<file path="src/hw/rtl/tip_pkg.sv">
// ----------------------------------------------------------------------------
// tip_pkg
// Shared types, character codes and helper functions for the text to
// integer parser.
// ----------------------------------------------------------------------------
package tip_pkg;

   // character codes that steer the parse
   localparam logic [7:0] CHAR_SPACE  = 8'h20;
   localparam logic [7:0] CHAR_MINUS  = 8'h2D;
   localparam logic [7:0] CHAR_DOLLAR = 8'h24;
   localparam logic [7:0] CHAR_X      = 8'h78;
   localparam logic [7:0] CHAR_0      = 8'h30;
   localparam logic [7:0] CHAR_9      = 8'h39;
   localparam logic [7:0] CHAR_LA     = 8'h61;
   localparam logic [7:0] CHAR_LF     = 8'h66;
   localparam logic [7:0] CHAR_UA     = 8'h41;
   localparam logic [7:0] CHAR_UF     = 8'h46;
   localparam logic [7:0] LETTER_BIAS = 8'd10;

   localparam int unsigned VALUE_W = 32;

   // parse phases
   typedef enum logic [2:0] {
      PH_SKIP   = 3'd0,
      PH_SIGNED = 3'd1,
      PH_DOLLAR = 3'd2,
      PH_HELD   = 3'd3,
      PH_DIGITS = 3'd4,
      PH_DONE   = 3'd5
   } phase_type;

   // parser state carried from one item to the next
   typedef struct packed {
      phase_type          phase;
      logic               is_negative;
      logic               hex_mode;
      logic [7:0]         held_char;
      logic [VALUE_W-1:0] accumulator;
   } tip_state_type;

   localparam tip_state_type STATE_RESET = '{
      phase:       PH_SKIP,
      is_negative: 1'b0,
      hex_mode:    1'b0,
      held_char:   8'h00,
      accumulator: '0
   };

   // one decoded digit
   typedef struct packed {
      logic       valid;
      logic [3:0] value;
   } digit_type;

   // outcome of one step: next state and an optional result
   typedef struct packed {
      tip_state_type      next_state;
      logic               emit;
      logic [VALUE_W-1:0] value;
   } step_type;

   // digit decode, letters only in hex mode, either case
   function automatic digit_type decode_digit(input logic [7:0] c, input logic hex);
      digit_type  d;
      logic [7:0] diff;
      d    = '0;
      diff = '0;
      if (c >= CHAR_0 && c <= CHAR_9) begin
         diff = c - CHAR_0;
         d.valid = 1'b1;
      end else if (hex && c >= CHAR_LA && c <= CHAR_LF) begin
         diff = c - CHAR_LA + LETTER_BIAS;
         d.valid = 1'b1;
      end else if (hex && c >= CHAR_UA && c <= CHAR_UF) begin
         diff = c - CHAR_UA + LETTER_BIAS;
         d.valid = 1'b1;
      end
      d.value = diff[3:0];
      return d;
   endfunction

   // accumulate one digit: times 16 or times 10 by shift and add, wraps
   function automatic logic [VALUE_W-1:0] shift_in(input logic [VALUE_W-1:0] acc,
                                                   input logic hex,
                                                   input logic [3:0] dig);
      logic [VALUE_W-1:0] scaled;
      scaled = hex ? (acc << 4) : ((acc << 3) + (acc << 1));
      return scaled + {{(VALUE_W-4){1'b0}}, dig};
   endfunction

endpackage

</file>
<file path="src/hw/rtl/text_to_integer_parser.sv">
// ----------------------------------------------------------------------------
// text_to_integer_parser
// Streams ASCII characters in and gives one signed 32-bit value per string.
// ----------------------------------------------------------------------------
// One character item is taken every clock cycle while no tlast item waits
// for the result register. An item is held in the input register; the
// parse step runs between that register and the result register, so a
// string's value is registered at the edge where its tlast item leaves the
// input register. Items without tlast move on even while a result waits;
// only a tlast item waits in the input register until the result register
// is free. The rate is set by the combinational shift-add accumulate in
// the step logic.
// Leading spaces are skipped, '-' negates, '$' or an 'x' in second place
// selects hex, digits are taken up to the first non-digit, and the value
// wraps modulo 2^32. No result is produced for items without tlast.
module text_to_integer_parser (
   input  logic               clock,
   input  logic               reset,
   // request: tdata [7:0] char_code; tlast end_of_text
   input  logic               req_tvalid,
   output logic               req_tready,
   input  logic [7:0]         req_tdata,
   input  logic               req_tlast,
   // response: tdata [31:0] parsed_value
   output logic               rsp_tvalid,
   input  logic               rsp_tready,
   output logic signed [31:0] rsp_tdata
);

   logic                   in_valid_ff, in_valid_in;
   logic [7:0]             in_char_ff;
   logic                   in_last_ff;
   tip_pkg::tip_state_type state_ff;
   logic                   rsp_valid_ff, rsp_valid_in;
   logic [31:0]            rsp_data_ff;
   tip_pkg::step_type      step;
   logic                   advance;
   logic                   req_take;

   // item moves into the state; an end item also needs a free result register
   assign advance    = in_valid_ff && (!in_last_ff || !rsp_valid_ff || rsp_tready);
   assign req_tready = !in_valid_ff || advance;
   assign req_take   = req_tvalid && req_tready;

   tip_step u_step (
      .state       (state_ff),
      .char_code   (in_char_ff),
      .end_of_text (in_last_ff),
      .step        (step)
   );

   // input register
   assign in_valid_in = req_take || (in_valid_ff && !advance);

   always_ff @(posedge clock) begin
      if (reset) begin
         in_valid_ff <= 1'b0;
      end else begin
         in_valid_ff <= in_valid_in;
      end
      if (req_take) begin
         in_char_ff <= req_tdata;
         in_last_ff <= req_tlast;
      end
   end

   // parser state
   always_ff @(posedge clock) begin
      if (reset) begin
         state_ff <= tip_pkg::STATE_RESET;
      end else if (advance) begin
         state_ff <= step.next_state;
      end
   end

   // result register
   assign rsp_valid_in = (advance && step.emit) || (rsp_valid_ff && !rsp_tready);

   always_ff @(posedge clock) begin
      if (reset) begin
         rsp_valid_ff <= 1'b0;
      end else begin
         rsp_valid_ff <= rsp_valid_in;
      end
      if (advance && step.emit) begin
         rsp_data_ff <= step.value;
      end
   end

   assign rsp_tvalid = rsp_valid_ff;
   assign rsp_tdata  = rsp_data_ff;

   // checks
   a_end_resets: assert property (@(posedge clock) disable iff (reset)
      advance && in_last_ff |=> state_ff.phase == tip_pkg::PH_SKIP
         && !state_ff.is_negative && !state_ff.hex_mode && state_ff.accumulator == 32'd0)
      else $error("state not cleared after end of text");

   a_no_spurious: assert property (@(posedge clock) disable iff (reset)
      advance && !in_last_ff && !rsp_valid_ff |=> !rsp_valid_ff)
      else $error("result raised without an end item");

   a_stall_cause: assert property (@(posedge clock) disable iff (reset)
      !req_tready |-> in_valid_ff && rsp_valid_ff && !rsp_tready)
      else $error("input stalled without a full pipe");

   a_dollar_hex: assert property (@(posedge clock) disable iff (reset)
      state_ff.phase == tip_pkg::PH_DOLLAR |-> state_ff.hex_mode)
      else $error("dollar phase without hex mode");

endmodule

</file>
<file path="src/hw/rtl/tip_step.sv">
// ----------------------------------------------------------------------------
// tip_step
// Next-state logic of the parser: takes the current state and one
// character and gives the following state and, on the last item, the value.
// ----------------------------------------------------------------------------
module tip_step (
   input  tip_pkg::tip_state_type state,
   input  logic [7:0]             char_code,
   input  logic                   end_of_text,
   output tip_pkg::step_type      step
);

   tip_pkg::tip_state_type mid;
   tip_pkg::digit_type     held_dig;
   tip_pkg::digit_type     char_dig;
   tip_pkg::digit_type     end_dig;
   logic [31:0]            acc_held;

   // decode of the held character and of the incoming one
   assign held_dig = tip_pkg::decode_digit(state.held_char, state.hex_mode);
   assign char_dig = tip_pkg::decode_digit(char_code, state.hex_mode);
   assign acc_held = tip_pkg::shift_in(state.accumulator, state.hex_mode, held_dig.value);
   assign end_dig  = tip_pkg::decode_digit(mid.held_char, mid.hex_mode);

   // per-character phase update
   always_comb begin
      mid = state;
      case (state.phase)
         tip_pkg::PH_SKIP: begin
            if (char_code == tip_pkg::CHAR_SPACE) begin
               mid.phase = tip_pkg::PH_SKIP;
            end else if (char_code == tip_pkg::CHAR_MINUS) begin
               mid.is_negative = 1'b1;
               mid.phase       = tip_pkg::PH_SIGNED;
            end else if (char_code == tip_pkg::CHAR_DOLLAR) begin
               mid.hex_mode = 1'b1;
               mid.phase    = tip_pkg::PH_DOLLAR;
            end else begin
               mid.held_char = char_code;
               mid.phase     = tip_pkg::PH_HELD;
            end
         end
         tip_pkg::PH_SIGNED: begin
            if (char_code == tip_pkg::CHAR_DOLLAR) begin
               mid.hex_mode = 1'b1;
               mid.phase    = tip_pkg::PH_DOLLAR;
            end else begin
               mid.held_char = char_code;
               mid.phase     = tip_pkg::PH_HELD;
            end
         end
         tip_pkg::PH_DOLLAR: begin
            mid.held_char = char_code;
            mid.phase     = tip_pkg::PH_HELD;
         end
         tip_pkg::PH_HELD: begin
            if (char_code == tip_pkg::CHAR_X) begin
               // prefix such as 0x: held character dropped
               mid.hex_mode = 1'b1;
               mid.phase    = tip_pkg::PH_DIGITS;
            end else if (!held_dig.valid) begin
               mid.phase = tip_pkg::PH_DONE;
            end else if (char_dig.valid) begin
               mid.accumulator = tip_pkg::shift_in(acc_held, state.hex_mode,
                                                   char_dig.value);
               mid.phase       = tip_pkg::PH_DIGITS;
            end else begin
               mid.accumulator = acc_held;
               mid.phase       = tip_pkg::PH_DONE;
            end
         end
         tip_pkg::PH_DIGITS: begin
            if (char_dig.valid) begin
               mid.accumulator = tip_pkg::shift_in(state.accumulator, state.hex_mode,
                                                   char_dig.value);
            end else begin
               mid.phase = tip_pkg::PH_DONE;
            end
         end
         default: begin
            mid = state;
         end
      endcase
   end

   // end of text: flush a held character, emit and return to reset
   // a character only becomes held before any digit, so the accumulator is
   // still the one from the state register
   always_comb begin
      logic [31:0] acc_final;
      acc_final = mid.accumulator;
      if (mid.phase == tip_pkg::PH_HELD && end_dig.valid) begin
         acc_final = tip_pkg::shift_in(state.accumulator, mid.hex_mode, end_dig.value);
      end
      step.emit  = end_of_text;
      step.value = mid.is_negative ? (32'd0 - acc_final) : acc_final;
      step.next_state = end_of_text ? tip_pkg::STATE_RESET : mid;
   end

endmodule
</file>
<file path="config.mk">
export PLATFORM = sky130hd
export DESIGN_NAME = text_to_integer_parser
export DESIGN_NICKNAME = d
export VERILOG_FILES = /design/src/hw/rtl/tip_pkg.sv /design/src/hw/rtl/text_to_integer_parser.sv /design/src/hw/rtl/tip_step.sv
export SDC_FILE = /design/constraint.sdc
export NUM_CORES = 1
export LEC_CHECK = 0
export ABC_AREA = 1
export BUFFER_PORTS_ARGS = -buffer_cell sky130_fd_sc_hd__buf_4
export CORE_UTILIZATION = 60
export CTS_BUF_LIST = sky130_fd_sc_hd__clkbuf_8
export DETAILED_ROUTE_END_ITERATION = 8
export PLACE_DENSITY_LB_ADDON = 0.2
export SKIP_CTS_REPAIR_TIMING = 1
export SLEW_MARGIN = 40
export SYNTH_ARGS = -nofsm -noshare
export SYNTH_HDL_FRONTEND = slang
export SYNTH_SLANG_ARGS = --single-unit
export TNS_END_PERCENT = 100
</file>
<file path="constraint.sdc">
create_clock -name clock -period 6.5 [get_ports clock]
set_clock_uncertainty 0.15 [all_clocks]
set_input_delay 0.325 -clock clock [delete_from_list [all_inputs] [get_ports clock]]
set_output_delay 0.325 -clock clock [all_outputs]
set_load 0.02 [all_outputs]
</file>
==> results of run 1 <==
cell type report:
cell class	instances	area share, %
multi-input combinational	2075	68.90
sequential	88	12.76
inverter	375	8.215
timing repair buffer	150	6.673
tap	319	2.319
clock buffer	9	0.7197
clock inverter	7	0.4144
through the flow:
stage / cells / hold slack, ns / setup slack, ns / util [%] / power, W
2_1_floorplan: 2601 / 0.2739 / 0.05022 / - / 0.0007554
3_3_place_gp: 2965 / 0.3374 / -0.5219 / 65.82 / 0.0008062
3_5_place_dp: 2965 / 0.3382 / -0.5614 / 65.82 / 0.0008117
4_1_cts: 2981 / -0.06709 / -0.6097 / 66.65 / 0.001216
5_1_grt: 3023 / 0.02476 / -0.3454 / 72.46 / 0.001283
6_report: 3023 / 0.02250 / 0.1153 / 72.46 / 0.001241
state kept, by name (all words and copies together) (netlist names):
register and cells:
in_valid_ff 1, rsp_tvalid 1, in_char_ff 8, state_ff 45, in_last_ff 1, rsp_tdata 32
per-layer routing:
| metal | part of all wire (%) | up-vias |
|---|---|---|
| met5 | 0 | - |
| met4 | 5.4 | 0 |
| met3 | 8.1 | 224 |
| met2 | 47 | 972 |
| met1 | 39 | 8104 |
| li1 | - | 8623 |
worst max-delay path: cells and delay by family (launching register included):
kind | cells | cell delay [ns]
simple gates | 29 | 2.79
fa+ha+maj | 4 | 1.07
compound gates | 6 | 0.85
buf+inv | 8 | 0.76
flops | 1 | 0.38
xor+xnor | 1 | 0.15
logic make-up after synthesis:
family / after synthesis / share of synthesized area (%)
XOR/XNOR: 88 / 5.230
multiplexers: 1 / 0.1528
flip-flops: 88 / 14.74
AO/OA/AOI/OAI: 360 / 14.06
adder cells (fa/ha/maj): 87 / 7.692
AND/OR/NAND/NOR: 1539 / 46.40
buffers and inverters: 438 / 11.73
Yosys cell counts (4+ instances only):
| master | n | area, µm² |
|---|---|---|
| sky130_fd_sc_hd__o21bai_1 | 13 | 97.59 |
| sky130_fd_sc_hd__o21ai_1 | 17 | 85.08 |
| sky130_fd_sc_hd__nor2_2 | 20 | 125.1 |
| sky130_fd_sc_hd__buf_6 | 6 | 67.56 |
| sky130_fd_sc_hd__ha_1 | 81 | 1013 |
| sky130_fd_sc_hd__nor2_4 | 11 | 123.9 |
| sky130_fd_sc_hd__xnor2_1 | 19 | 166.4 |
| sky130_fd_sc_hd__edfxtp_1 | 41 | 1231 |
| sky130_fd_sc_hd__nor3_1 | 26 | 130.1 |
| sky130_fd_sc_hd__buf_4 | 5 | 37.54 |
| sky130_fd_sc_hd__o21ai_2 | 6 | 52.55 |
| sky130_fd_sc_hd__nand4_1 | 44 | 275.3 |
| sky130_fd_sc_hd__nand3_2 | 19 | 190.2 |
| sky130_fd_sc_hd__a21oi_1 | 154 | 770.7 |
| sky130_fd_sc_hd__fa_1 | 6 | 120.1 |
| sky130_fd_sc_hd__clkbuf_1 | 36 | 135.1 |
| sky130_fd_sc_hd__nand3_1 | 281 | 1406 |
| sky130_fd_sc_hd__o211ai_1 | 11 | 82.58 |
| sky130_fd_sc_hd__or2_2 | 14 | 87.58 |
| sky130_fd_sc_hd__nand2_1 | 818 | 3070 |
| sky130_fd_sc_hd__dfxtp_1 | 47 | 940.9 |
| sky130_fd_sc_hd__inv_1 | 351 | 1318 |
| sky130_fd_sc_hd__o21ai_0 | 107 | 535.5 |
| sky130_fd_sc_hd__nand2_4 | 5 | 56.30 |
| sky130_fd_sc_hd__a31oi_1 | 11 | 68.82 |
| sky130_fd_sc_hd__nand2_2 | 46 | 287.8 |
| sky130_fd_sc_hd__o2111ai_1 | 4 | 35.03 |
| sky130_fd_sc_hd__xor2_1 | 69 | 604.3 |
| sky130_fd_sc_hd__buf_2 | 15 | 75.07 |
| sky130_fd_sc_hd__a21boi_0 | 7 | 52.55 |
| sky130_fd_sc_hd__nor4_1 | 6 | 37.54 |
| sky130_fd_sc_hd__nor2_1 | 232 | 870.8 |
| sky130_fd_sc_hd__inv_2 | 21 | 78.83 |
power by group through the flow:
stage | Combinational (W) | Clock (W) | Sequential, W
2_1_floorplan | 0.000140 | 0 | 0.000615
3_3_place_gp | 0.000195 | 0 | 0.000612
3_5_place_dp | 0.000200 | 0 | 0.000612
4_1_cts | 0.000201 | 0.000416 | 0.000599
5_1_grt | 0.000247 | 0.000437 | 0.000600
6_report | 0.000225 | 0.000418 | 0.000598
worst min-delay path by stage:
stage | endpoint | slack (ns) | depth (start not counted)
after CTS | in_last_ff | -0.07 | 1
after detailed placement | state_ff[39] | 0.34 | 2
after global routing | in_valid_ff | 0.02 | 3
after global placement | state_ff[36] | 0.34 | 2
final | in_valid_ff | 0.02 | 3
after floorplan | in_char_ff[0] | 0.27 | 0
==> results.md, run 1 <==
- The flow ran to the end, and the final reports show no timing, DRC or antenna violations.
- For flop-to-flop paths, the worst setup slack is approximately 0.12 ns.
- The cell count after synthesis is roughly 2600.
- The number of antenna diodes in the final layout is 0.
- The final weighted congestion in routability-driven placement is 1.021.
- In this run the remaining antenna-violating nets after routing total 0.
- In this run, synthesis produced a sequential element count of between 80 and 90.
- The arrival time at the worst endpoint is 6.41 ns.
- Setup repair after global routing could not meet its margin everywhere.
- Fill cells in the final layout number around 2100.
- In this run, CTS created clock tree buffers numbering 9.
- The share of the Yosys chip area taken by registers is ~15%.
- For this run, global-route usage on met3 was measured as 4.101%.
- From synthesis to final layout, the design area changed by 16.79%.
- The met2 track demand over resource in global routing is between 60% and 70%.
- The global routing usage summed across all routing layers is a little under two fifths.
- The sum of routed wire length over all layers is about 52000 µm.
- For met1 alone, demand over resource in global routing was about 47%.
- The placeable core region is around 24000 µm².
- The share of total power dissipated in the clock network is about 34%.
- Across the VDD grid, the largest voltage drop is 0.1272 mV.
- In this design, the stage delay of the slowest critical-path cell is 0.40 ns.
- Counting flops with a built-in enable in the synthesized netlist gives 41.
- The count of vias placed by the detailed router is between 15000 and 20000.
- The longest clock path from root to sink contains 2 buffers.
- The number of maximum-capacitance constraint violations is 0.
- Using the TritonRoute via totals, the vias-per-cell ratio works out to just under 6.
- The commonest non-fill, non-tap cell in the layout is sky130_fd_sc_hd__nand2_1.
- STA classifies the critical path startpoint as a register.
- The clock tree synthesis step divided the H-tree into 3 levels.
- The detailed-router iteration count before antenna repair is 8.
- The count of warnings emitted by yosys is 0.
- The mean instance size in the synthesized netlist is between 5 and 6 µm².
- The finished cells cover ~17000 µm².
- The number of global-route vias before repair was between 15000 and 20000.
- The required arrival time at the worst endpoint is 6.52 ns.
- The classification of the worst setup path is reg -> reg.
- The worst-margin pin slew is slightly below 0.8 ns.
- In this run, the number of DRC markers left after iteration 0 of detailed routing was 1961.
- The number of max-slew violations in the final report is 0.
- The initial antenna violation count is 0.
- The final number of hold-violating endpoints was 0.
- The maximum clock rate is between 150 and 200 MHz.
- Dividing total power by cell area gives a power density of a little over 70 nW/µm².
- The number of endpoints failing setup at the final stage is 0.
- The static leakage is between 8 and 9 nW.
- The floorplan step set the die width to 158.7 µm.
- The shortest clock period the worst path allows after layout is 6.385 ns.
- The remaining global-route overflow is 0.
- Of the total power, combinational logic draws between 10% and 20%.
- At the later pin of the worst-skew pair, clock insertion delay measures around 0.40 ns.
- The effective utilization at floorplan is between 60% and 70%.
- Setup total negative slack on the finished layout was measured at 0 ns.
- Of the available clock period, the critical path in the final layout requires 98.23%.
- The mapped cell area is ~15000 µm².
- The start point of the critical path is state_ff[32].
- Counting every sink on the clock net gives ~90.
- The number of cells on the worst reg-to-reg path is 48.
- The top flip-flop cell by instance count after synthesis is sky130_fd_sc_hd__dfxtp_1.
- The switching power as a share of total power is roughly 34%.
- The floorplan has between 50 and 60 rows.
- In the final routed layout, each cell accounts on average for roughly 17 µm.
- The clock transition at the register clock pins on the worst setup and hold paths after CTS is 0.12 ns.
- The end of the critical path is rsp_tdata[31].
- Measured against its own limit, the worst slew margin works out to 48.19%.
- In this run, distinct cell masters in the synthesized netlist total 65.
- The floorplan die area is 25190 µm².
- Once detailed placement completed, the half-perimeter wirelength came to just under 40000 µm.
- The worst min-delay path class is in -> reg.
- Cell internal power was estimated by the tool at around 0.00082 W.
- The highest-utilization routing layer at the global route stage is met2.
- TritonCTS built the clock tree.
- The die outline height is 158.7 µm.
- The net load switching power is 0.0004251 W.
- The area used by multi-input combinational logic is about 12000 µm².
- The global-route wire length before repair is between 70000 and 80000 µm.
- The reg-to-reg startpoint is state_ff[32].
- The largest fanout on the critical path is 5.
- STA classifies the critical path endpoint as a register.
- The most frequent cell on the critical path is sky130_fd_sc_hd__nand2_1.
- The top-level I/O count is between 40 and 50.
- The critical register-to-register path endpoint is rsp_tdata[31].
- The share of synthesized registers carrying an async set or reset is 0%.
- The maximum number of pins on one net before global-route repair is 56.
- The layout cell share with drive strength beyond 1 is about a fifth.
- The net count after synthesis is approximately 2700.
- CTS placed an instance of sky130_fd_sc_hd__clkbuf_8 at the clock tree root.
- Across the whole layout, storage elements account for about 2200 µm².
- The startpoint identified for the worst hold timing path is req_tvalid.
- The proportion of power drawn by flip-flops and latches is between 40% and 50%.
- The slowest stage of the critical path is the sky130_fd_sc_hd__fa_2 cell.
- The number of design rule violations left after detail routing is 0.
- The total of buffers placed on input and output ports is 46.
- The net total in the final layout is around 2800.
- In the layout the commonest cells are 754 x sky130_fd_sc_hd__nand2_1, 335 x sky130_fd_sc_hd__inv_1, 261 x sky130_fd_sc_hd__nand3_1.
- After detailed placement, the total cell area comes to around 16000 µm².
Note: power is estimated with default switching activity, not from simulation.
==> inputs of run 2 (changes only) <==
--- a/config.mk
+++ b/config.mk
@@ -7,6 +7,7 @@
 export LEC_CHECK = 0
 export ABC_AREA = 1
 export BUFFER_PORTS_ARGS = -buffer_cell sky130_fd_sc_hd__buf_4
+export CORE_ASPECT_RATIO = 1.4
 export CORE_UTILIZATION = 60
 export CTS_BUF_LIST = sky130_fd_sc_hd__clkbuf_8
 export DETAILED_ROUTE_END_ITERATION = 8
==> results.md, run 2 (synthesized netlist as in run 1, its figures left out) <==
- The top-level I/O count came to 47 (unchanged).
- The floorplan die area is 25200 µm² (about the same).
- The final weighted congestion in routability-driven placement is 1.015 (-0.66%).
- The critical path capture point type is a register.
- The critical path is of the reg -> reg type.
- The post-detailed-route via-to-cell ratio is 6.076 (+2.5%).
- The number of buffers inserted during clock tree synthesis came to 9 (unchanged).
- The sum of routed wire length over all layers came to 57870 µm (+12%).
- The number of endpoints failing setup at the final stage came to 10 (+10).
- The initial antenna violation count is 0 (unchanged).
- The TritonCTS clock tree is built.
- The number of max-slew violations in the final report was 0 (unchanged).
- The proportion of power drawn by flip-flops and latches is 46.7% (-1.5 points).
- The worst setup path is launched from a register.
- The switching power as a share of total power is 33.47% (-0.79 points).
- The run finished, with violations left.
- The remaining global-route overflow is 0 (unchanged).
- The final antenna-violating net count was 0 (unchanged).
- The largest fanout on the critical path is 10 (+5).
- The peak supply drop is 0.1739 mV (+37%).
- The required arrival time at the worst endpoint came to 6.55 ns (+0.03 ns).
- The global-route wire length before repair was 82570 µm (+5.2%).
- The maximum number of pins on one net before global-route repair is 49 (-13%).
- The final critical-path share of the clock period was 105.3% (+7.1 points).
- The final number of hold-violating endpoints is 1 (+1).
- The worst hold slack after final layout is -0.01417 ns (-0.03667 ns).
- The combinational fraction of design power was 20.0% (+1.9 points).
- The commonest non-fill, non-tap cell in the layout is sky130_fd_sc_hd__nand2_1.
- The number of fill cells is 2099 (-0.94%).
- The number of DRC markers after the initial detailed-route iteration came to 2261 (+15%).
- The master of the slowest instance on the critical path is sky130_fd_sc_hd__nor3_4.
- The deepest clock path buffer count was 2 (unchanged).
- The headroom to the max-slew limit is 25.78% (-22 points).
- The effective utilization at floorplan came to 61.25% (-0.79 points).
- The part of the power in the clock network came to 33.3% (-0.3 points).
- The final reports fail on hold timing, setup timing.
- The number of maximum-capacitance constraint violations is 0 (unchanged).
- The layout cell share with drive strength beyond 1 is 21.37% (+1.3 points).
- The HPWL reported at the end of detailed placement came to 41280 µm (+5.0%).
- The arrival time at the worst endpoint was 6.89 ns (+0.48 ns).
- The static leakage is 8.573 nW (+5.2%).
- The area overhead of the layout relative to synthesis is 20.17%.
- The count of vias placed by the detailed router is 18850 (+5.2%).
- The highest cell delay on the worst timing path is 0.47 ns (+0.07 ns).
- The total of buffers placed on input and output ports is 46 (unchanged).
- The number of design rule violations left after detail routing is 0 (unchanged).
- The placement row count is 67 (+20%).
- The placement-stage worst setup slack is -0.2373 ns (+0.3241 ns).
- The insertion delay of the later-clocked pin in the worst-skew pair is 0.44 ns (+0.04 ns).
- The placeable core region is 24060 µm² (+1.3%).
- The clock root buffer is sky130_fd_sc_hd__clkbuf_8.
- The worst path setup slack after routing is -0.3453 ns (-0.4606 ns).
- The horizontal extent of the die came to 134.5 µm (-15%).
- The clock transition at the register clock pins on the worst setup and hold paths after CTS is 0.12 ns (about the same).
- The end-of-flow core utilization is 73.61% (+1.1 points).
- The average wire per standard cell is 18.65 µm (+8.7%).
- The die outline height is 187.4 µm (+18%).
- The detailed-router iteration count before antenna repair is 9 (+1).
- The internal cell power is 0.0008559 W (+4.9%).
- The global routing usage summed across all routing layers is 41.44% (+3.2 points).
- The net load switching power came to 0.0004305 W (+1.3%).
- The shortest clock period the worst path allows after layout is 6.845 ns (+0.4606 ns).
- The maximum clock rate is 146.1 MHz (-6.7%).
- The flip-flop count of the largest register, all copies and words added is 45 (unchanged).
- The antenna diode instance count is 0 (unchanged).
- The net total in the final layout is 2888 (+3.2%).
- More flip-flops sit in one register than any other, and that register is state_ff.
- The number of global-route vias before repair is 17020 (+6.7%).
- The number of H-tree branching levels is 3 (unchanged).
- The aggregate negative setup slack is -1.898 ns (-1.898 ns).
- The power per standard cell area is 72.64 nW/µm² (+0.74%).
- The worst min-delay path class is in -> reg.
- The worst-margin pin slew is 1.102 ns (+0.3263 ns).
- The total number of clock tree sinks was 88 (unchanged).
- In the layout the commonest cells are 754 x sky130_fd_sc_hd__nand2_1, 338 x sky130_fd_sc_hd__inv_1, 268 x sky130_fd_sc_hd__nand3_1.
-- run 2: cell count changes in the layout (fill, tap and decap cells not counted), sizes merged --
cell / previous run / this run
bufinv: 0 / 1
buf: 141 / 230
inv: 377 / 373
clkinv: 3 / 6
-- run 2: cell type report --
cell class	instances	area (µm²)	area share, %
Clock buffer	9	123.9	0.6994
Clock inverter	7	71.32	0.4027
Inverter	375	1423	8.033
Multi-Input combinational cell	2075	11700	66.05
Sequential cell	88	2182	12.32
Tap cell	310	387.9	2.190
Timing Repair Buffer	239	1824	10.30
-- run 2: worst paths after layout --
| kind | end | from | depth (start not counted) | slack (ns) |
|---|---|---|---|---|
| worst min register to register | state_ff[30] | state_ff[30] | 2 | 0.35 |
| worst min-delay path | in_valid_ff | req_tvalid | 3 | -0.01 |
| worst max-delay path | rsp_tdata[29] | in_char_ff[1] | 38 | -0.35 |
| worst max register to register | rsp_tdata[29] | in_char_ff[1] | 38 | -0.35 |
-- run 2: per-layer routing --
metal / GRT usage [%] / wire length (µm)
met1: 44.07 / 20020
met2: 71.50 / 26690
met3: 7.480 / 5614
met4: 32.67 / 5554
met5: 0 / 0
-- run 2: power groups by stage --
stage	Combinational, W	Clock, W	Sequential, W
6_report	0.000258	0.000428	0.000601
4_1_cts	0.000207	0.000418	0.000600
3_5_place_dp	0.000205	0	0.000612
2_1_floorplan	0.000140	0	0.000615
5_1_grt	0.000276	0.000440	0.000601
3_3_place_gp	0.000197	0	0.000612
-- run 2: critical path: cells and delay by family (launching register included) --
| family | cells | cell delay [ns] |
|---|---|---|
| buffers and inverters | 5 | 0.66 |
| adder cells (fa/ha/maj) | 2 | 0.46 |
| AO/OA/AOI/OAI | 5 | 0.92 |
| flip-flops | 1 | 0.46 |
| AND/OR/NAND/NOR | 26 | 3.97 |
-- run 2: per-stage QoR --
step	std cells	total power [W]	hold WS, ns	area (µm²)
floorplan	2601	0.0007554	0.2739	14740
global route	3103	0.001317	-0.02055	17710
finish	3103	0.001286	-0.01417	17710
CTS	3045	0.001224	-0.06320	16370
detailed placement	3029	0.0008176	0.3301	16170
global placement	3029	0.0008092	0.3178	16170
